<file path="config.mk">
export PLATFORM = sky130hd
export DESIGN_NAME = remote_frame_decoder_unit
export DESIGN_NICKNAME = d
export VERILOG_FILES = /design/src/rtl/rfd_pkg.sv /design/src/rtl/rfd_cfg.sv /design/src/rtl/rfd_front.sv /design/src/rtl/rfd_frame_queue.sv /design/src/rtl/rfd_back.sv /design/src/rtl/remote_frame_decoder_unit.sv
export SDC_FILE = /design/constraint.sdc
export NUM_CORES = 1
export LEC_CHECK = 0
export BUFFER_PORTS_ARGS = -buffer_cell sky130_fd_sc_hd__clkbuf_2
export CORE_ASPECT_RATIO = 0.5
export CORE_MARGIN = 1.5
export CORE_UTILIZATION = 29
export DETAILED_ROUTE_END_ITERATION = 12
export GPL_ROUTABILITY_DRIVEN = 0
export PLACE_DENSITY = 0.45
export SLEW_MARGIN = 0
export SYNTH_ARGS = -nofsm -noshare
export SYNTH_HDL_FRONTEND = slang
export SYNTH_SLANG_ARGS = --single-unit
export TNS_END_PERCENT = 30
</file>
<file path="constraint.sdc">
create_clock -name clk -period 11.7 [get_ports clk]
set_input_delay 3.51 -clock clk [delete_from_list [all_inputs] [get_ports clk]]
set_output_delay 3.51 -clock clk [all_outputs]
set_load 0.01 [all_outputs]
</file>
<file path="src/rtl/rfd_pkg.sv">
`timescale 1ns / 1ps
// Shared types, constants and register map for the remote frame decoder.
// No dependencies; every other file of the block imports this package.
package rfd_pkg;

    localparam int FRAME_BYTES       = 18;
    localparam int IDX_W             = $clog2(FRAME_BYTES + 1);
    localparam int FRAME_QUEUE_DEPTH = 2;
    localparam int CFG_ADDR_W        = 5;
    localparam int CFG_DATA_W        = 32;

    localparam logic [IDX_W-1:0] IDX_IDLE = IDX_W'(FRAME_BYTES);
    localparam logic [IDX_W-1:0] IDX_LAST = IDX_W'(FRAME_BYTES - 1);

    localparam logic [10:0] CHANNEL_MIN_RESET   = 11'd364;
    localparam logic [10:0] CHANNEL_MAX_RESET   = 11'd1684;
    localparam logic [10:0] DEADBAND_LOW_RESET  = 11'd1020;
    localparam logic [10:0] DEADBAND_HIGH_RESET = 11'd1028;
    localparam logic [10:0] STICK_CENTRE_RESET  = 11'd1024;
    localparam logic [14:0] MOUSE_LIMIT_RESET   = 15'd25000;

    localparam logic [10:0] STICK_RESET    = 11'd1024;
    localparam logic [3:0]  SWITCHES_RESET = 4'hF;
    localparam logic [10:0] WHEEL_RESET    = 11'd1024;

    typedef enum logic [2:0] {
        REG_CHANNEL_MIN   = 3'd0,
        REG_CHANNEL_MAX   = 3'd1,
        REG_DEADBAND_LOW  = 3'd2,
        REG_DEADBAND_HIGH = 3'd3,
        REG_STICK_CENTRE  = 3'd4,
        REG_MOUSE_LIMIT   = 3'd5
    } reg_index_t;

    typedef logic [FRAME_BYTES-1:0][7:0] frame_t;

    typedef struct packed {
        logic [7:0] rx_byte;
        logic       frame_start;
    } item_t;

    typedef struct packed {
        logic               frame_ok;
        logic [10:0]        stick_right_h;
        logic [10:0]        stick_right_v;
        logic [10:0]        stick_left_h;
        logic [10:0]        stick_left_v;
        logic [3:0]         switches;
        logic [10:0]        wheel;
        logic signed [15:0] mouse_x;
        logic signed [15:0] mouse_y;
        logic signed [15:0] mouse_z;
        logic [15:0]        mouse_buttons;
        logic [15:0]        key_bits;
    } result_t;

    typedef struct packed {
        logic [10:0] channel_min;
        logic [10:0] channel_max;
        logic [10:0] deadband_low;
        logic [10:0] deadband_high;
        logic [10:0] stick_centre;
        logic [14:0] mouse_limit;
    } cfg_t;

    typedef struct packed {
        logic   valid;
        frame_t bytes;
    } frame_beat_t;

endpackage

</file>
<file path="src/rtl/rfd_cfg.sv">
`timescale 1ns / 1ps
// APB-style configuration registers of the remote frame decoder.
// Depends on rfd_pkg for the register map and the cfg_t bundle.
module rfd_cfg (
    input  logic                          clk,
    input  logic                          rst_n,
    input  logic                          psel,
    input  logic                          penable,
    input  logic                          pwrite,
    input  logic [rfd_pkg::CFG_ADDR_W-1:0] paddr,
    input  logic [rfd_pkg::CFG_DATA_W-1:0] pwdata,
    output logic [rfd_pkg::CFG_DATA_W-1:0] prdata,
    output logic                          pready,
    output rfd_pkg::cfg_t                 cfg
);
    import rfd_pkg::*;

    cfg_t       cfg_reg;
    cfg_t       cfg_next;
    logic       wr_en;
    reg_index_t index;

    assign index  = reg_index_t'(paddr[CFG_ADDR_W-1:2]);
    assign wr_en  = psel & penable & pwrite;
    assign pready = 1'b1;
    assign cfg    = cfg_reg;

    always_comb
    begin
        cfg_next = cfg_reg;
        if (wr_en)
        begin
            case (index)
                REG_CHANNEL_MIN:   cfg_next.channel_min   = pwdata[10:0];
                REG_CHANNEL_MAX:   cfg_next.channel_max   = pwdata[10:0];
                REG_DEADBAND_LOW:  cfg_next.deadband_low  = pwdata[10:0];
                REG_DEADBAND_HIGH: cfg_next.deadband_high = pwdata[10:0];
                REG_STICK_CENTRE:  cfg_next.stick_centre  = pwdata[10:0];
                REG_MOUSE_LIMIT:   cfg_next.mouse_limit   = pwdata[14:0];
                default:           cfg_next = cfg_reg;
            endcase
        end
    end

    always_comb
    begin
        case (index)
            REG_CHANNEL_MIN:   prdata = CFG_DATA_W'(cfg_reg.channel_min);
            REG_CHANNEL_MAX:   prdata = CFG_DATA_W'(cfg_reg.channel_max);
            REG_DEADBAND_LOW:  prdata = CFG_DATA_W'(cfg_reg.deadband_low);
            REG_DEADBAND_HIGH: prdata = CFG_DATA_W'(cfg_reg.deadband_high);
            REG_STICK_CENTRE:  prdata = CFG_DATA_W'(cfg_reg.stick_centre);
            REG_MOUSE_LIMIT:   prdata = CFG_DATA_W'(cfg_reg.mouse_limit);
            default:           prdata = '0;
        endcase
    end

    always_ff @(posedge clk or negedge rst_n)
    begin
        if (!rst_n)
        begin
            cfg_reg.channel_min   <= CHANNEL_MIN_RESET;
            cfg_reg.channel_max   <= CHANNEL_MAX_RESET;
            cfg_reg.deadband_low  <= DEADBAND_LOW_RESET;
            cfg_reg.deadband_high <= DEADBAND_HIGH_RESET;
            cfg_reg.stick_centre  <= STICK_CENTRE_RESET;
            cfg_reg.mouse_limit   <= MOUSE_LIMIT_RESET;
        end
        else
        begin
            cfg_reg <= cfg_next;
        end
    end

endmodule

</file>
<file path="src/rtl/rfd_front.sv">
`timescale 1ns / 1ps
// Front end: takes frame bytes, tracks the byte position and collects a frame.
// Depends on rfd_pkg; hands complete frames to rfd_frame_queue.
module rfd_front (
    input  logic                 clk,
    input  logic                 rst_n,
    input  logic                 push,
    input  logic                 full,
    input  rfd_pkg::item_t       item,
    output rfd_pkg::frame_beat_t frame_push
);
    import rfd_pkg::*;

    logic [IDX_W-1:0] byte_index_reg;
    logic [IDX_W-1:0] byte_index_next;
    frame_t           frame_bytes_reg;
    frame_t           frame_bytes_next;
    logic             accept;
    logic [IDX_W-1:0] idx;

    assign accept = push & ~full;
    assign idx    = item.frame_start ? '0 : byte_index_reg;

    always_comb
    begin
        byte_index_next  = byte_index_reg;
        frame_bytes_next = frame_bytes_reg;
        frame_push.valid = 1'b0;
        if (accept && idx < IDX_IDLE)
        begin
            frame_bytes_next[idx] = item.rx_byte;
            byte_index_next       = idx + 1'b1;
            frame_push.valid      = (idx == IDX_LAST);
        end
        frame_push.bytes = frame_bytes_next;
    end

    always_ff @(posedge clk or negedge rst_n)
    begin
        if (!rst_n)
        begin
            byte_index_reg <= IDX_IDLE;
        end
        else
        begin
            byte_index_reg <= byte_index_next;
        end
    end

    always_ff @(posedge clk)
    begin
        frame_bytes_reg <= frame_bytes_next;
    end

`ifndef SYNTHESIS
    a_index_range: assert property (@(posedge clk) disable iff (!rst_n)
        byte_index_reg <= IDX_IDLE)
        else $error("byte index beyond frame length");

    a_push_ends_frame: assert property (@(posedge clk) disable iff (!rst_n)
        frame_push.valid |=> byte_index_reg == IDX_IDLE)
        else $error("frame handed on but index not back to idle");

    a_start_restarts: assert property (@(posedge clk) disable iff (!rst_n)
        (accept && item.frame_start) |=> byte_index_reg == IDX_W'(1))
        else $error("start beat did not restart the frame");
`endif

endmodule

</file>
<file path="src/rtl/rfd_frame_queue.sv">
`timescale 1ns / 1ps
// Short queue of complete frames between the front end and the decoder.
// Depends on rfd_pkg for frame_t and frame_beat_t.
module rfd_frame_queue #(
    parameter int DEPTH = rfd_pkg::FRAME_QUEUE_DEPTH
) (
    input  logic                 clk,
    input  logic                 rst_n,
    input  rfd_pkg::frame_beat_t frame_push,
    input  logic                 frame_pop,
    output logic                 full,
    output rfd_pkg::frame_beat_t head
);
    import rfd_pkg::*;

    localparam int PTR_W = (DEPTH > 1) ? $clog2(DEPTH) : 1;
    localparam int CNT_W = $clog2(DEPTH + 1);
    localparam logic [PTR_W-1:0] PTR_LAST = PTR_W'(DEPTH - 1);
    localparam logic [CNT_W-1:0] CNT_FULL = CNT_W'(DEPTH);

    frame_t           mem_reg [DEPTH];
    logic [PTR_W-1:0] wr_ptr_reg;
    logic [PTR_W-1:0] wr_ptr_next;
    logic [PTR_W-1:0] rd_ptr_reg;
    logic [PTR_W-1:0] rd_ptr_next;
    logic [CNT_W-1:0] count_reg;
    logic [CNT_W-1:0] count_next;
    logic             do_push;
    logic             do_pop;

    assign full       = (count_reg == CNT_FULL);
    assign head.valid = (count_reg != '0);
    assign head.bytes = mem_reg[rd_ptr_reg];
    assign do_push    = frame_push.valid & ~full;
    assign do_pop     = frame_pop & head.valid;

    always_comb
    begin
        wr_ptr_next = wr_ptr_reg;
        rd_ptr_next = rd_ptr_reg;
        count_next  = count_reg;
        if (do_push)
        begin
            wr_ptr_next = (wr_ptr_reg == PTR_LAST) ? '0 : wr_ptr_reg + 1'b1;
        end
        if (do_pop)
        begin
            rd_ptr_next = (rd_ptr_reg == PTR_LAST) ? '0 : rd_ptr_reg + 1'b1;
        end
        if (do_push && !do_pop)
        begin
            count_next = count_reg + 1'b1;
        end
        else if (do_pop && !do_push)
        begin
            count_next = count_reg - 1'b1;
        end
    end

    always_ff @(posedge clk or negedge rst_n)
    begin
        if (!rst_n)
        begin
            wr_ptr_reg <= '0;
            rd_ptr_reg <= '0;
            count_reg  <= '0;
        end
        else
        begin
            wr_ptr_reg <= wr_ptr_next;
            rd_ptr_reg <= rd_ptr_next;
            count_reg  <= count_next;
        end
    end

    always_ff @(posedge clk)
    begin
        if (do_push)
        begin
            mem_reg[wr_ptr_reg] <= frame_push.bytes;
        end
    end

`ifndef SYNTHESIS
    a_count_bound: assert property (@(posedge clk) disable iff (!rst_n)
        count_reg <= CNT_FULL)
        else $error("frame queue count overflow");

    a_no_push_full: assert property (@(posedge clk) disable iff (!rst_n)
        frame_push.valid |-> !full)
        else $error("frame pushed into full queue");

    a_fill: assert property (@(posedge clk) disable iff (!rst_n)
        (do_push && !do_pop) |=> count_reg == $past(count_reg) + 1'b1)
        else $error("frame queue count did not advance");
`endif

endmodule

</file>
<file path="src/rtl/rfd_back.sv">
`timescale 1ns / 1ps
// Back end: unpacks and checks a frame, updates the held values, drives results.
// Depends on rfd_pkg; takes frames from rfd_frame_queue and cfg from rfd_cfg.
module rfd_back (
    input  logic                 clk,
    input  logic                 rst_n,
    input  rfd_pkg::cfg_t        cfg,
    input  rfd_pkg::frame_beat_t head,
    output logic                 frame_pop,
    input  logic                 pop,
    output logic                 empty,
    output rfd_pkg::result_t     result
);
    import rfd_pkg::*;

    logic [3:0][10:0]        held_sticks_reg;
    logic [3:0][10:0]        held_sticks_next;
    logic [3:0]              held_switches_reg;
    logic [3:0]              held_switches_next;
    logic [10:0]             held_wheel_reg;
    logic [10:0]             held_wheel_next;
    logic [2:0][15:0]        held_mouse_reg;
    logic [2:0][15:0]        held_mouse_next;
    logic [1:0][15:0]        held_keys_reg;
    logic [1:0][15:0]        held_keys_next;
    logic                    out_valid_reg;
    logic                    out_valid_next;
    result_t                 result_reg;
    result_t                 result_next;

    frame_t                  f;
    logic [3:0][10:0]        ch;
    logic [1:0]              s_left;
    logic [1:0]              s_right;
    logic                    ok;

    function automatic logic [15:0] clamp_mouse(input logic [15:0] v,
                                                input logic [14:0] limit);
        logic signed [16:0] sv;
        logic signed [16:0] lim;
        logic signed [16:0] neg_lim;
        sv      = 17'($signed(v));
        lim     = $signed({2'b00, limit});
        neg_lim = -lim;
        if (sv > lim)
        begin
            return lim[15:0];
        end
        else if (sv < neg_lim)
        begin
            return neg_lim[15:0];
        end
        return v;
    endfunction

    assign f         = head.bytes;
    assign frame_pop = head.valid & (~out_valid_reg | pop);
    assign empty     = ~out_valid_reg;
    assign result    = result_reg;

    assign ch[0]   = {f[1][2:0], f[0]};
    assign ch[1]   = {f[2][5:0], f[1][7:3]};
    assign ch[2]   = {f[4][0], f[3], f[2][7:6]};
    assign ch[3]   = {f[5][3:0], f[4][7:1]};
    assign s_left  = f[5][7:6];
    assign s_right = f[5][5:4];

    always_comb
    begin
        ok = (s_left != 2'b00) && (s_right != 2'b00);
        for (int k = 0; k < 4; k++)
        begin
            if (ch[k] < cfg.channel_min || ch[k] > cfg.channel_max)
            begin
                ok = 1'b0;
            end
        end
    end

    always_comb
    begin
        held_sticks_next   = held_sticks_reg;
        held_switches_next = held_switches_reg;
        held_wheel_next    = held_wheel_reg;
        held_mouse_next    = held_mouse_reg;
        held_keys_next     = held_keys_reg;
        if (frame_pop && ok)
        begin
            for (int k = 0; k < 4; k++)
            begin
                if (ch[k] > cfg.deadband_low && ch[k] < cfg.deadband_high)
                begin
                    held_sticks_next[k] = cfg.stick_centre;
                end
                else
                begin
                    held_sticks_next[k] = ch[k];
                end
            end
            held_switches_next = {s_left, s_right};
            held_wheel_next    = {f[17][2:0], f[16]};
            held_mouse_next[0] = clamp_mouse({f[7], f[6]}, cfg.mouse_limit);
            held_mouse_next[1] = clamp_mouse({f[9], f[8]}, cfg.mouse_limit);
            held_mouse_next[2] = {f[11], f[10]};
            held_keys_next[0]  = {f[13], f[12]};
            held_keys_next[1]  = {f[15], f[14]};
        end
    end

    always_comb
    begin
        out_valid_next = out_valid_reg & ~pop;
        result_next    = result_reg;
        if (frame_pop)
        begin
            out_valid_next            = 1'b1;
            result_next.frame_ok      = ok;
            result_next.stick_right_h = held_sticks_next[0];
            result_next.stick_right_v = held_sticks_next[1];
            result_next.stick_left_h  = held_sticks_next[2];
            result_next.stick_left_v  = held_sticks_next[3];
            result_next.switches      = held_switches_next;
            result_next.wheel         = held_wheel_next;
            result_next.mouse_x       = $signed(held_mouse_next[0]);
            result_next.mouse_y       = $signed(held_mouse_next[1]);
            result_next.mouse_z       = $signed(held_mouse_next[2]);
            result_next.mouse_buttons = held_keys_next[0];
            result_next.key_bits      = held_keys_next[1];
        end
    end

    always_ff @(posedge clk or negedge rst_n)
    begin
        if (!rst_n)
        begin
            held_sticks_reg   <= {4{STICK_RESET}};
            held_switches_reg <= SWITCHES_RESET;
            held_wheel_reg    <= WHEEL_RESET;
            held_mouse_reg    <= '0;
            held_keys_reg     <= '0;
            out_valid_reg     <= 1'b0;
        end
        else
        begin
            held_sticks_reg   <= held_sticks_next;
            held_switches_reg <= held_switches_next;
            held_wheel_reg    <= held_wheel_next;
            held_mouse_reg    <= held_mouse_next;
            held_keys_reg     <= held_keys_next;
            out_valid_reg     <= out_valid_next;
        end
    end

    always_ff @(posedge clk)
    begin
        result_reg <= result_next;
    end

`ifndef SYNTHESIS
    a_switches_nonzero: assert property (@(posedge clk) disable iff (!rst_n)
        out_valid_reg |-> (result_reg.switches[3:2] != 2'b00) &&
                          (result_reg.switches[1:0] != 2'b00))
        else $error("result carries a zero switch");

    a_pop_when_free: assert property (@(posedge clk) disable iff (!rst_n)
        frame_pop |-> (!out_valid_reg || pop))
        else $error("frame taken while result slot occupied");

    a_result_matches_held: assert property (@(posedge clk) disable iff (!rst_n)
        out_valid_reg |-> (result_reg.wheel == held_wheel_reg) &&
                          (result_reg.stick_right_h == held_sticks_reg[0]) &&
                          (result_reg.key_bits == held_keys_reg[1]))
        else $error("waiting result differs from held values");
`endif

endmodule

</file>
<file path="src/rtl/remote_frame_decoder_unit.sv">
`timescale 1ns / 1ps
// Top level of the remote frame decoder: byte front end, frame queue, decoder.
// Depends on rfd_pkg, rfd_cfg, rfd_front, rfd_frame_queue and rfd_back.
//
// Usage:
//   Input channel (push/full) carries one frame byte per beat, with
//   frame_start marking byte 0. Bytes without a preceding start are dropped.
//   A start in mid frame drops the partial frame and restarts at byte 0.
//   Output channel (empty/pop) carries one result per complete 18-byte frame:
//   frame_ok plus the held stick, switch, wheel, mouse and key values.
//   Throughput: one byte per cycle while full is low. A finished frame
//   passes through the frame queue and the registered decoder stage to the
//   result ports. If pop stays low, finished frames collect in the frame
//   queue (QUEUE_DEPTH frames); full rises only once that queue is full.
//   Reset empties both sides, waits for a frame start, loads the default
//   registers and the default held values (sticks and wheel 1024, switches
//   15, mouse and keys zero). Registers are to be written over the APB port
//   only while idle; the block itself does not enforce this.
module remote_frame_decoder_unit #(
    parameter int QUEUE_DEPTH = rfd_pkg::FRAME_QUEUE_DEPTH
) (
    input  logic                           clk,
    input  logic                           rst_n,
    input  logic                           push,
    output logic                           full,
    input  rfd_pkg::item_t                 item,
    output logic                           empty,
    input  logic                           pop,
    output rfd_pkg::result_t               result,
    input  logic                           psel,
    input  logic                           penable,
    input  logic                           pwrite,
    input  logic [rfd_pkg::CFG_ADDR_W-1:0] paddr,
    input  logic [rfd_pkg::CFG_DATA_W-1:0] pwdata,
    output logic [rfd_pkg::CFG_DATA_W-1:0] prdata,
    output logic                           pready
);
    import rfd_pkg::*;

    cfg_t        cfg;
    frame_beat_t frame_push;
    frame_beat_t head;
    logic        frame_pop;

    rfd_cfg u_cfg (
        .clk     (clk),
        .rst_n   (rst_n),
        .psel    (psel),
        .penable (penable),
        .pwrite  (pwrite),
        .paddr   (paddr),
        .pwdata  (pwdata),
        .prdata  (prdata),
        .pready  (pready),
        .cfg     (cfg)
    );

    rfd_front u_front (
        .clk        (clk),
        .rst_n      (rst_n),
        .push       (push),
        .full       (full),
        .item       (item),
        .frame_push (frame_push)
    );

    rfd_frame_queue #(
        .DEPTH (QUEUE_DEPTH)
    ) u_queue (
        .clk        (clk),
        .rst_n      (rst_n),
        .frame_push (frame_push),
        .frame_pop  (frame_pop),
        .full       (full),
        .head       (head)
    );

    rfd_back u_back (
        .clk       (clk),
        .rst_n     (rst_n),
        .cfg       (cfg),
        .head      (head),
        .frame_pop (frame_pop),
        .pop       (pop),
        .empty     (empty),
        .result    (result)
    );

endmodule
</file>
# Word-level counts from Yosys, hierarchy flattened
# Memories as Yosys holds them, arrays and structs flattened.
# Index checks and enable logic that the tools add are counted.
# Widths: inputs -> output; s select.
# word_totals
latch_bits	0
n_memories	1
ram_bits	288
romBits	0
input_bits	53
wordCells	166
ff_bits	503
# op_classes
n_mux	39
n_lt_le_gt_ge	23
n_bitwise	11
reduce_logical	27
div	0
addsub	6
n_eq_ne	7
multipliers	0
shifts	0
# memory_table
name	depth	width	read_ports	rd_ports_with_merged_regs	wr	line	rtl
u_queue.mem_reg	2	144	1	0	1	rfd_frame_queue.sv:21	frame_t mem_reg [DEPTH];
# op_table
cell	n
$bwmux 144	1
$mux 144	1
$mux 16	6
$pmux 15 s6	1
$gt 11x11->1	8
$lt 11x11->1	8
$mux 11	5
$mux 48	1
$mux 44	1
$demux 8 s5	1
$lt 16x17->1	2
$gt 16x16->1	2
$mux 32	1
$neg 15->17	1
$mux 1	16
$reduce_and 2->1	6
$logic_and 1x1->1	10
$mux 8	1
$reduce_bool 2->1	4
$and 1x1->1	7
$eq 3x2->1 const B	2
$eq 3x3->1 const B	2
$lt 5x6->1 const B	1
$add 5x1->5 const B	1
other kinds (16)	24

# Logic depth before layout (Yosys ltp)
# Gate-level depths: netlist of the first run.
# An unclocked memory read counts as a cell.
# logic_depth
depth_word	11
depth_mapped	18

# Modules after synthesis
# Synthesis of the first run repeated with hierarchy kept, for this count alone.
# hier_totals
cells_unflattened	2623
hier_area_um2	35557.9
# modules_own_cells
mod	n_inst	area_per_inst_um2	cells_per_inst
rfd_back	1	16220.6	1526
rfd_frame_queue	1	10779.1	467
rfd_front	1	5058.6	367
rfd_cfg	1	3499.6	263

# Worst setup path before layout of the first run
# OpenSTA, ideal clock, no wires.
# synth_path
kind	input-to-reg
start	in item[0] (netlist bit)
end	mem u_queue.mem_reg[0][0] (netlist bit) (enable)
setup_ns	0.808
slack_ns	-2.818
t_arrival_ns	13.711
cell_stages	6
path_cell_list	nor2b_1 o31ai_1 and3_1 clkbuf_1 nand2_1 nor3_1
# synth_between
elab_chain_len	7
word_cells_on_any_way	8
# synth_rtl
element	line	rtl
start: declaration	remote_frame_decoder_unit.sv:26	input rfd_pkg::item_t item,
$mux 5 *	rfd_front.sv:22	assign idx = item.frame_start ? '0 : byte_index_reg;
$lt 5x5->1	rfd_front.sv:29	if (accept && idx < IDX_IDLE)
$logic_and 1x1->1	rfd_front.sv:29	
$mux 1 *	rfd_front.sv:29	
$and 1x1->1 *	rfd_frame_queue.sv:34	assign do_push = frame_push.valid & ~full;
$mux 1 *	rfd_frame_queue.sv:78	if (do_push)
$mux 1 (implied by the code) *	rfd_frame_queue.sv:80	mem_reg[wr_ptr_reg] <= frame_push.bytes;
end: declaration	rfd_frame_queue.sv:21	
# Mark *: on every way between the ends. The rest lies on a longest branch, timed or not.

# Worst setup path after layout of the first run
# layout_path
start	in paddr[2] (netlist bit)
end	out prdata[0] (netlist bit)
# layout_between
elab_chain_len	2
word_cells_on_any_way	7
# layout_rtl
element	line	rtl
start: declaration	remote_frame_decoder_unit.sv:33	input logic [rfd_pkg::CFG_ADDR_W-1:0] paddr,
$eq 3x3->1, or another cell as far along	rfd_cfg.sv:47	case (index)
$pmux 15 s6 *	rfd_cfg.sv:47	
end: declaration	remote_frame_decoder_unit.sv:35	output logic [rfd_pkg::CFG_DATA_W-1:0] prdata,
# Marks and branches as above.

==> summary.md, run 1 <==
| Metric | Value |
|---|---|
| Maximum vdd drop | 0.158 mV |
| Reg power frac | 42.5% |
| CTS resizes | 0 |
| Synth warn | 0 |
| Worst EP arrival | 5.12 ns |
| Leak | 16.0 nW |
| Slew HR | 22.9% |
| Final count of pins violating max slew | 0 |
| Final WS setup | 3.07 ns |
| Clock sink count | 776 |
| Worst slew pin tran | 1.15 ns |
| DIE AREA | 0.121 mm^2 |
| Largest net degree at the start of global routing | 107 |
| Final Net Count | 3056 |
| Core ar. | 0.118 mm^2 |
| Synth top area share | 36.5% |
| Worst-Skew Late Latency | 0.68 ns |
| CP Capture Type | output port |
| Vias in the first global route | 20818 |
| Router iterations before antenna repair | 5 |
| Origin of the critical flop-to-flop path | u_queue.rd_ptr_reg |
| DR iter-0 viols | 1280 |
| Logic pwr share | 29.9% |
| Synth area leader | edfxtp_1 |
| Predominant post-synthesis flop cell | edfxtp_1 |
| Total CTS buffers | 79 |
| # rows | 89 |
| DRC violations left | 0 |
| Sw frac | 33.1% |
| RSZ-0062 raised after global routing | no |
| Crit start category | input pin |
| Top cell by count, worst path | clkbuf_2 |
| CTS tree | built |
| Area Growth Syn to Fin | 15.9% |
| CP max-delay cell | clkbuf_2 |
| Int Pwr | 6.36 mW |
| Commonest non-fill, non-tap cells in the layout | edfxtp_1, mux2_2, ha_1 |
| Clock share of power | 27.6% |
| Number of flops mapped to enable cells by yosys | 418 |
| Final min period | 8.63 ns |
| Largest stage delay on the critical path | 0.36 ns |
| Detailed Place HPWL | 65.0 mm |
| Starting Density | 29.2% |
| Vias post-DR | 20961 |
| CP startpoint | paddr[2] |
| Ys async rst share | 28.2% |
| Port-buffer cells | 190 |
| R2R depth | 12 |
| Min-delay src | u_back.held_mouse_reg[7] |
| Post-synth cell types | 82 |
| Pre-CTS setup slack | 3.08 ns |
| Max Freq | 0.116 GHz |
| H-tree depth | 3 |
| Sequential area share after synthesis | 60.7% |
| Hold Path Class | reg2reg |
| Post-CTS Setup Inserts | 0 |
| Crit-path cells | clkbuf_2 > inv_1 > nor2_1 > nand2_1 > a2bb2oi_1 > o221ai_1 > clkbuf_2 |
| Hold Path Stages | 2 |
| Fin Setup TNS | 0 ns |
| Clk buf depth | 3 |
| Post-Syn Area per Cell | 13.3 um^2 |
| Final core occ | 33.8% |
| Commonest non-fill, non-tap cell in the layout | edfxtp_1 |
| Max reg flops | 278 |
| Clk slew on worst S/H paths | 0.07 ns |
| Vias per inst | 4.73 |
| Max-cap check violation count | 0 |
| Worst EP required | 8.19 ns |
| Fillers | 11638 |
| Pwr dens | 239 mW/mm^2 |
| Psw | 3.15 mW |
| Top post-synthesis cells by area | edfxtp_1, dfrtp_1, ha_1 |
| Routed Antenna Nets | 0 |
| Period utilization | 73.8% |
| Die Ht | 246 um |
| Register bit total from synthesis | 776 |
| Setup violators final | 0 |
| Drt wl/cell | 21.4 um |
| Critical path class | in2out |
| Die width | 490 um |
| Routed wire length | 94.8 mm |
| Max FO, Critical Path | 20 |
| Mapped Cells | 2577 |
| Final hold vios | 0 |
| Clk root buf | clkbuf_16 |
| Hold buffer count at CTS | 0 |
| Tot GR Track Use | 15.7% |
| Outcome | finished, final reports clean |
| Num ports | 228 |
| First-pass GRT wire length | 139 mm |
| Mapped cell area | 0.0343 mm^2 |
| Share of cells above drive strength 1 | 22.3% |
| Initial antenna violation count | 4 |
| Clock skew | 0.0419 ns |
| GRT overflow | 0 |
==> layout make-up <==
| type | instances | area [um^2] | area share (%) |
|---|---|---|---|
| Timing Repair Buffer | 214 | 1150 | 2.90 |
| Inverter | 84 | 320 | 0.805 |
| Multi-Input combinational cell | 1618 | 12700 | 32.0 |
| Clock inverter | 50 | 657 | 1.65 |
| Antenna cell | 1 | 2.50 | 0.00629 |
| Sequential cell | 776 | 20900 | 52.4 |
| Clock buffer | 96 | 2070 | 5.20 |
| Tap cell | 1592 | 1990 | 5.01 |
==> power groups by stage <==
stage / Sequential [mW] / Clock (mW) / Combinational, mW
2_1_floorplan: 4.09 / 0 / 1.81
3_3_place_gp: 4.10 / 0 / 2.81
3_5_place_dp: 4.12 / 0 / 2.86
4_1_cts: 4.07 / 2.72 / 2.88
5_1_grt: 4.12 / 2.82 / 3.17
6_report: 4.05 / 2.63 / 2.84
==> synthesized netlist by cell type, drive strengths merged, types with 11 or more instances <==
master / count
dfxtp: 139
edfxtp: 418
a21o: 12
a21oi: 56
o211ai: 16
nand2: 222
o21a: 38
mux2: 236
a211oi: 12
nand4: 26
xnor2: 31
ha: 230
o31ai: 12
mux2i: 150
dfrtp: 181
dfstp: 38
nand2b: 14
nor2b: 20
clkbuf: 74
buf: 41
inv: 78
nor3: 24
a2111oi: 17
nand3: 22
a31oi: 11
o21ai: 227
nor2: 81
==> through the flow <==
stage | cells | area (um^2) | total power, mW | hold WS, ns
5_1_grt | 4430 | 39800 | 10.1 | 0.502
2_1_floorplan | 2593 | 34400 | 5.89 | 0.441
4_1_cts | 4430 | 39800 | 9.66 | 0.484
3_3_place_gp | 4284 | 37100 | 6.92 | 0.463
3_5_place_dp | 4284 | 37100 | 6.97 | 0.469
6_report | 4431 | 39800 | 9.52 | 0.478
==> worst paths after layout <==
| path | slack, ns | end |
|---|---|---|
| min in group asynchronous | 2.78 | u_cfg.cfg[68] |
| setup / recovery | 3.07 | prdata[0] |
| max in group asynchronous | 7.53 | u_queue.rd_ptr_reg |
| hold reg to reg | 0.48 | u_back.held_mouse_reg[7] |
| setup reg to reg | 5.42 | u_back.result[78] |
| hold / removal | 0.48 | u_back.held_mouse_reg[7] |
==> cells by family (layout without fill, tap and decap cells) <==
logic type,count (synthesis),count (layout),synth area share (%)
other cells,2,19,0.0219
fa+ha+maj,231,231,8.41
compound gates,485,485,8.88
simple gates,458,458,6.17
mux,388,388,12.3
buf+inv,199,444,2.46
flops,776,776,60.7
xor+xnor,38,38,1.05
==> metal layers <==
metal | vias up | track usage, % | routed length (um)
met1 | 10467 | 21.7 | 44700
met2 | 391 | 24.9 | 43700
met3 | 132 | 2.80 | 3700
met4 | 0 | 4.96 | 2610
met5 | - | 0 | 0
li1 | 9971 | - | -
==> critical path: cells and delay by family <==
kind	cells	cell delay, ns
AO/OA/AOI/OAI	2	0.34
buffers and inverters	3	0.75
AND/OR/NAND/NOR	2	0.52
Power figures use the tool's default switching activity.
==> inputs of run 2 (changes only) <==
clock period = 7 ns   (was 11.7 ns; I/O delays follow)
==> summary.md, run 2 (synthesis gave the netlist of run 1 again) <==
| Metric | Value |
|---|---|
| R2R depth | 15 (+3) |
| Clock sink count | 776 (unchanged) |
| Final count of pins violating max slew | 0 (unchanged) |
| Critical path class | in2out |
| Largest net degree at the start of global routing | 176 (+64%) |
| RSZ-0062 raised after global routing | no |
| Area of the multi-input gates | 0.0127 mm^2 (unchanged) |
| Commonest non-fill, non-tap cells in the layout | edfxtp_1, mux2_2, ha_1 |
| Clk slew on worst S/H paths | 0.06 ns (about the same) |
| Crit path buf inv count | 3 (unchanged) |
| Largest stage delay on the critical path | 0.36 ns (about the same) |
| CTS tree | built |
| Share of cells above drive strength 1 | 22.4% (+0.13 points) |
| Detailed Place HPWL | 65.2 mm (+0.26%) |
| Period utilization | 82.6% |
| Routed Antenna Nets | 0 (unchanged) |
| Final core occ | 33.9% (+0.081 points) |
| CP Capture Type | output port |
| CP startpoint | paddr[2] |
| CP max-delay cell | clkbuf_2 |
| Initial antenna violation count | 5 (+1) |
| Setup violators final | 0 (unchanged) |
| Core ar. | 0.118 mm^2 (unchanged) |
| Outcome | finished, final reports clean |
| Total CTS buffers | 76 (-3.8%) |
| DR iter-0 viols | 1332 (+4.1%) |
| Worst EP arrival | 3.68 ns (-1.44 ns) |
| Origin of the critical flop-to-flop path | u_cfg.cfg[1] |
| Max FO, Critical Path | 20 (unchanged) |
| Max reg flops | 278 (unchanged) |
| Clock skew | 0.0491 ns (+0.00722 ns) |
| Crit start category | input pin |
| Reg2reg end | u_back.result[64] |
| Area Growth Syn to Fin | 16.2% |
| Worst-Skew Late Latency | 0.67 ns (about the same) |
| Hold Path Stages | 2 (unchanged) |
| Port-buffer cells | 190 (unchanged) |
| GRT overflow | 0 (unchanged) |
| Tot GR Track Use | 15.7% (-0.022 points) |
| First-pass GRT wire length | 140 mm (about the same) |
| Hold Path Class | reg2reg |
| R2R setup slack | 1.43 ns (-3.99 ns) |
| Commonest non-fill, non-tap cell in the layout | edfxtp_1 |
| CTS resizes | 0 (unchanged) |
| Hold buffer count at CTS | 0 (unchanged) |
| Final Net Count | 3059 (+0.098%) |
| Fillers | 11562 (-0.65%) |
| Max-cap check violation count | 0 (unchanged) |
| Final hold vios | 0 (unchanged) |
| Top cell by count, worst path | clkbuf_2 |
| # rows | 89 (unchanged) |
| Post-CTS Setup Inserts | 0 (unchanged) |
| Vias per inst | 4.73 (about the same) |
| Total power | 15.9 mW (+67%) |
| Hold Path Sink | u_back.held_mouse_reg[8] |
| H-tree depth | 3 (unchanged) |
| Min-delay src | u_back.held_mouse_reg[8] |
| Die width | 490 um (unchanged) |
| Worst EP required | 4.90 ns (-3.29 ns) |
| Min Hold Slack | 0.477 ns (-0.00159 ns) |
| Die Ht | 246 um (unchanged) |
| Pwr dens | 399 mW/mm^2 (+67%) |
| Cell family with most CP delay | buffers and inverters |
| Pre-CTS setup slack | 1.18 ns (-1.91 ns) |
| Final WS setup | 1.22 ns (-1.85 ns) |
| DIE AREA | 0.121 mm^2 (unchanged) |
| Starting Density | 29.2% (unchanged) |
| Clk root buf | clkbuf_16 |
| Final min period | 5.78 ns |
| Reg area | 0.0209 mm^2 (unchanged) |
| Worst slew pin tran | 1.17 ns (+0.0186 ns) |
| Num ports | 228 (unchanged) |
| Clk buf depth | 3 (unchanged) |
| Vias in the first global route | 20845 (+0.13%) |
| Maximum vdd drop | 0.197 mV (+24%) |
| Vias post-DR | 20978 (+0.081%) |
| Crit-path cells | clkbuf_2 > inv_1 > nor2_1 > nand2_1 > a2bb2oi_1 > o221ai_1 > clkbuf_2 |
| Fin Setup TNS | 0 ns (unchanged) |
| Leak | 16.1 nW (+0.18%) |
| DRC violations left | 0 (unchanged) |
| Max Freq | 0.173 GHz |
| Routed wire length | 94.7 mm (about the same) |
| Drt wl/cell | 21.4 um (about the same) |
| Slew HR | 21.7% (-1.2 points) |
| Router iterations before antenna repair | 5 (unchanged) |
[run 2: changes by cell type in the layout (fill, tap and decap cells not counted)]
cell / change
clkbuf_8: +6
buf_12: +5
clkinvlp_4: +2
inv_8: -2
clkbuf_16: -2
clkinv_1: -7
clkinv_2: -6
clkbuf_1: +5
buf_4: +1
[run 2: worst max path at each step]
stage / end / depth (start not counted) / slack (ns)
floorplan: u_queue.mem_reg[1][0] / 7 / 0.08
global placement: prdata[0] / 7 / 1.19
detailed placement: prdata[0] / 7 / 1.18
CTS: prdata[0] / 7 / 1.16
global route: prdata[0] / 7 / 1.01
finish: prdata[0] / 7 / 1.22
[run 2: where the power goes]
| group | internal [mW] | switching [mW] |
|---|---|---|
| combinational | 1.89 | 2.89 |
| sequential | 6.24 | 0.511 |
| clock | 2.53 | 1.84 |
[run 2: cell type report]
| type | count | share of cell area [%] |
|---|---|---|
| clock inverter | 37 | 1.49 |
| sequential | 776 | 52.3 |
| timing repair buffer | 220 | 3.16 |
| inverter | 84 | 0.803 |
| tap | 1592 | 4.99 |
| clock buffer | 105 | 5.32 |
| antenna | 1 | 0.00627 |
| multi-input combinational | 1618 | 31.9 |
[run 2: worst min-delay path, delay by kind of cell (launching register included)]
kind             cells  cell delay [ns]
and+or+nand+nor      2             0.11
DFF                  1             0.32
[run 2: per-stage QoR]
step	cell area, um^2	cells
finish	39900	4433
global route	39900	4432
CTS	39900	4432
detailed placement	37200	4290
global placement	37200	4290
floorplan	34400	2593
[run 2: metal layers]
metal  global-route usage, %  share of wire (%)  up-vias
li1                        -                  -     9948
met1                    21.7                 47    10510
met2                    25.0                 47      396
met3                    2.79                3.9      124
met4                    4.43                2.5        0
met5                       0                  0        -
==> inputs of run 3 (changes only) <==
PLACE_DENSITY = 0.43   (was 0.45)
clock period = 5.7 ns   (was 7 ns; I/O delays follow)
==> summary.md, run 3 (synthesis gave the netlist of run 1 again) <==
| Metric | Value |
|---|---|
| Outcome | finished, final reports clean |
| Worst-Skew Late Latency | 0.69 ns (+0.02 ns) |
| Worst EP arrival | 5.44 ns (+1.76 ns) |
| Max Freq | 0.202 GHz |
| Vias post-DR | 21127 (+0.71%) |
| Hold Path Class | reg2reg |
| DR iter-0 viols | 1190 (-11%) |
| Psw | 6.53 mW (+25%) |
| Max-cap check violation count | 0 (unchanged) |
| DIE AREA | 0.121 mm^2 (unchanged) |
| Final hold vios | 0 (unchanged) |
| Pwr dens | 486 mW/mm^2 (+22%) |
| Reg area | 0.0209 mm^2 (unchanged) |
| Clock share of power | 26.6% (-0.9 points) |
| Area of the multi-input gates | 0.0128 mm^2 (+0.27%) |
| Commonest non-fill, non-tap cell in the layout | edfxtp_1 |
| Starting Density | 29.2% (unchanged) |
| # rows | 89 (unchanged) |
| Period utilization | 86.7% |
| Die width | 490 um (unchanged) |
| Die Ht | 246 um (unchanged) |
| Router iterations before antenna repair | 6 (+1) |
| Core ar. | 0.118 mm^2 (unchanged) |
| Final count of pins violating max slew | 0 (unchanged) |
| R2R setup slack | 0.76 ns (-0.67 ns) |
| CP Capture Type | flip-flop |
| Int Pwr | 12.9 mW (+21%) |
| Clock skew | 0.0412 ns (-0.00790 ns) |
| Vias in the first global route | 21253 (+2.0%) |
| Tot GR Track Use | 16.0% (+0.35 points) |
| Max reg flops | 278 (unchanged) |
| Routed wire length | 96.9 mm (+2.2%) |
| Clk slew on worst S/H paths | 0.06 ns (about the same) |
| Routed Antenna Nets | 0 (unchanged) |
| Sw frac | 33.5% (+0.57 points) |
| CTS tree | built |
| Port-buffer cells | 190 (unchanged) |
| Area Growth Syn to Fin | 16.7% |
| Clk buf depth | 3 (unchanged) |
| Reg power frac | 42.6% (+0.2 points) |
| CTS resizes | 0 (unchanged) |
| GRT overflow | 0 (unchanged) |
| DRC violations left | 0 (unchanged) |
| Share of cells above drive strength 1 | 23.4% (+1.1 points) |
| Commonest non-fill, non-tap cells in the layout | edfxtp_1, mux2_2, ha_1 |
| Largest net degree at the start of global routing | 138 (-22%) |
| Worst slew pin tran | 1.05 ns (-0.124 ns) |
| Clk root buf | clkbuf_16 |
| H-tree depth | 3 (unchanged) |
| Worst EP required | 6.20 ns (+1.30 ns) |
| Final instance area | 0.0401 mm^2 (+0.51%) |
| Clock sink count | 776 (unchanged) |
| Fillers | 11645 (+0.72%) |
| Detailed Place HPWL | 66.4 mm (+1.9%) |
| Initial antenna violation count | 4 (-1) |
| Num ports | 228 (unchanged) |
| RSZ-0062 raised after global routing | no |
| Leak | 16.2 nW (+0.94%) |
| Post-CTS Setup Inserts | 0 (unchanged) |
| Logic pwr share | 30.8% (+0.7 points) |
| Setup violators final | 0 (unchanged) |
| Hold buffer count at CTS | 0 (unchanged) |
| Drt wl/cell | 21.7 um (+1.6%) |
| First-pass GRT wire length | 143 mm (+2.6%) |
| Final Net Count | 3088 (+0.95%) |
| Total CTS buffers | 77 (+1.3%) |
| Critical path class | reg2reg |
| Final min period | 4.94 ns |
| Maximum vdd drop | 0.245 mV (+25%) |
| Placed Area | 0.0375 mm^2 (+0.79%) |
| Vias per inst | 4.73 (about the same) |
| Max FO, Critical Path | 11 (-45%) |
| Slew HR | 30.0% (+8.3 points) |
| Fin Setup TNS | 0 ns (unchanged) |
| Crit start category | flip-flop |
==> run 3: worst paths after layout <==
check / start / endpoint / depth (start not counted)
max: u_cfg.cfg[1] / u_back.result[78] / 18
min: u_back.held_mouse_reg[15] / u_back.held_mouse_reg[15] / 1
max in group asynchronous: rst_n / u_back.held_wheel_reg[10] / 2
min in group asynchronous: rst_n / u_cfg.cfg[22] / 1
max reg2reg: u_cfg.cfg[1] / u_back.result[78] / 18
min reg2reg: u_back.held_mouse_reg[15] / u_back.held_mouse_reg[15] / 1
==> run 3: through the flow <==
stage	utilization, %	std cells	setup WS, ns	hold slack, ns	power (mW)
floorplan	-	2593	-0.249	0.441	12.1
global placement	31.8	4318	0.815	0.458	14.4
detailed placement	31.8	4318	0.755	0.466	14.5
CTS	34.1	4462	0.694	0.485	19.8
global route	34.1	4462	0.484	0.498	20.7
finish	34.1	4463	0.759	0.480	19.5
==> run 3: routing by layer <==
layer | track usage, % | part of all wire [%] | vias up | wire length [um]
met4 | 3.48 | 1.8 | 0 | 1770
met1 | 22.4 | 48 | 10585 | 46600
met2 | 25.9 | 46 | 380 | 44800
met3 | 2.81 | 3.7 | 112 | 3630
met5 | 0 | 0 | - | 0
li1 | - | - | 10050 | -
==> run 3: cell type report <==
class / count / share of cell area (%)
Clock buffer: 110 / 5.54
Inverter: 84 / 0.799
Timing Repair Buffer: 248 / 3.79
Sequential cell: 776 / 52.0
Antenna cell: 1 / 0.00624
Tap cell: 1592 / 4.97
Multi-Input combinational cell: 1618 / 31.8
Clock inverter: 34 / 1.00
==> run 3: critical path, cell delays in order, from the launching register on <==
cell,delay [ns]
dfrtp_1,0.51
inv_1,0.13
ha_1,0.16
or3b_2,0.58
nor4_4,0.27
nand3_1,0.13
xnor2_1,0.49
ha_1,0.35
and4_1,0.24
o211ai_1,0.10
a31oi_1,0.10
o2111ai_1,0.23
nand2_1,0.11
o21ai_2,0.15
buf_4,0.24
mux2i_1,0.11
o21ai_0,0.46
buf_4,0.21
a21boi_1,0.18
==> run 3: power groups by stage <==
stage          logic [mW]  registers (mW)  clock network [mW]
2_1_floorplan        3.72            8.39                   0
3_3_place_gp         5.94            8.42                   0
3_5_place_dp         6.03            8.44                   0
4_1_cts              6.07            8.34                5.37
5_1_grt              6.67            8.44                5.58
6_report             5.99            8.29                5.19
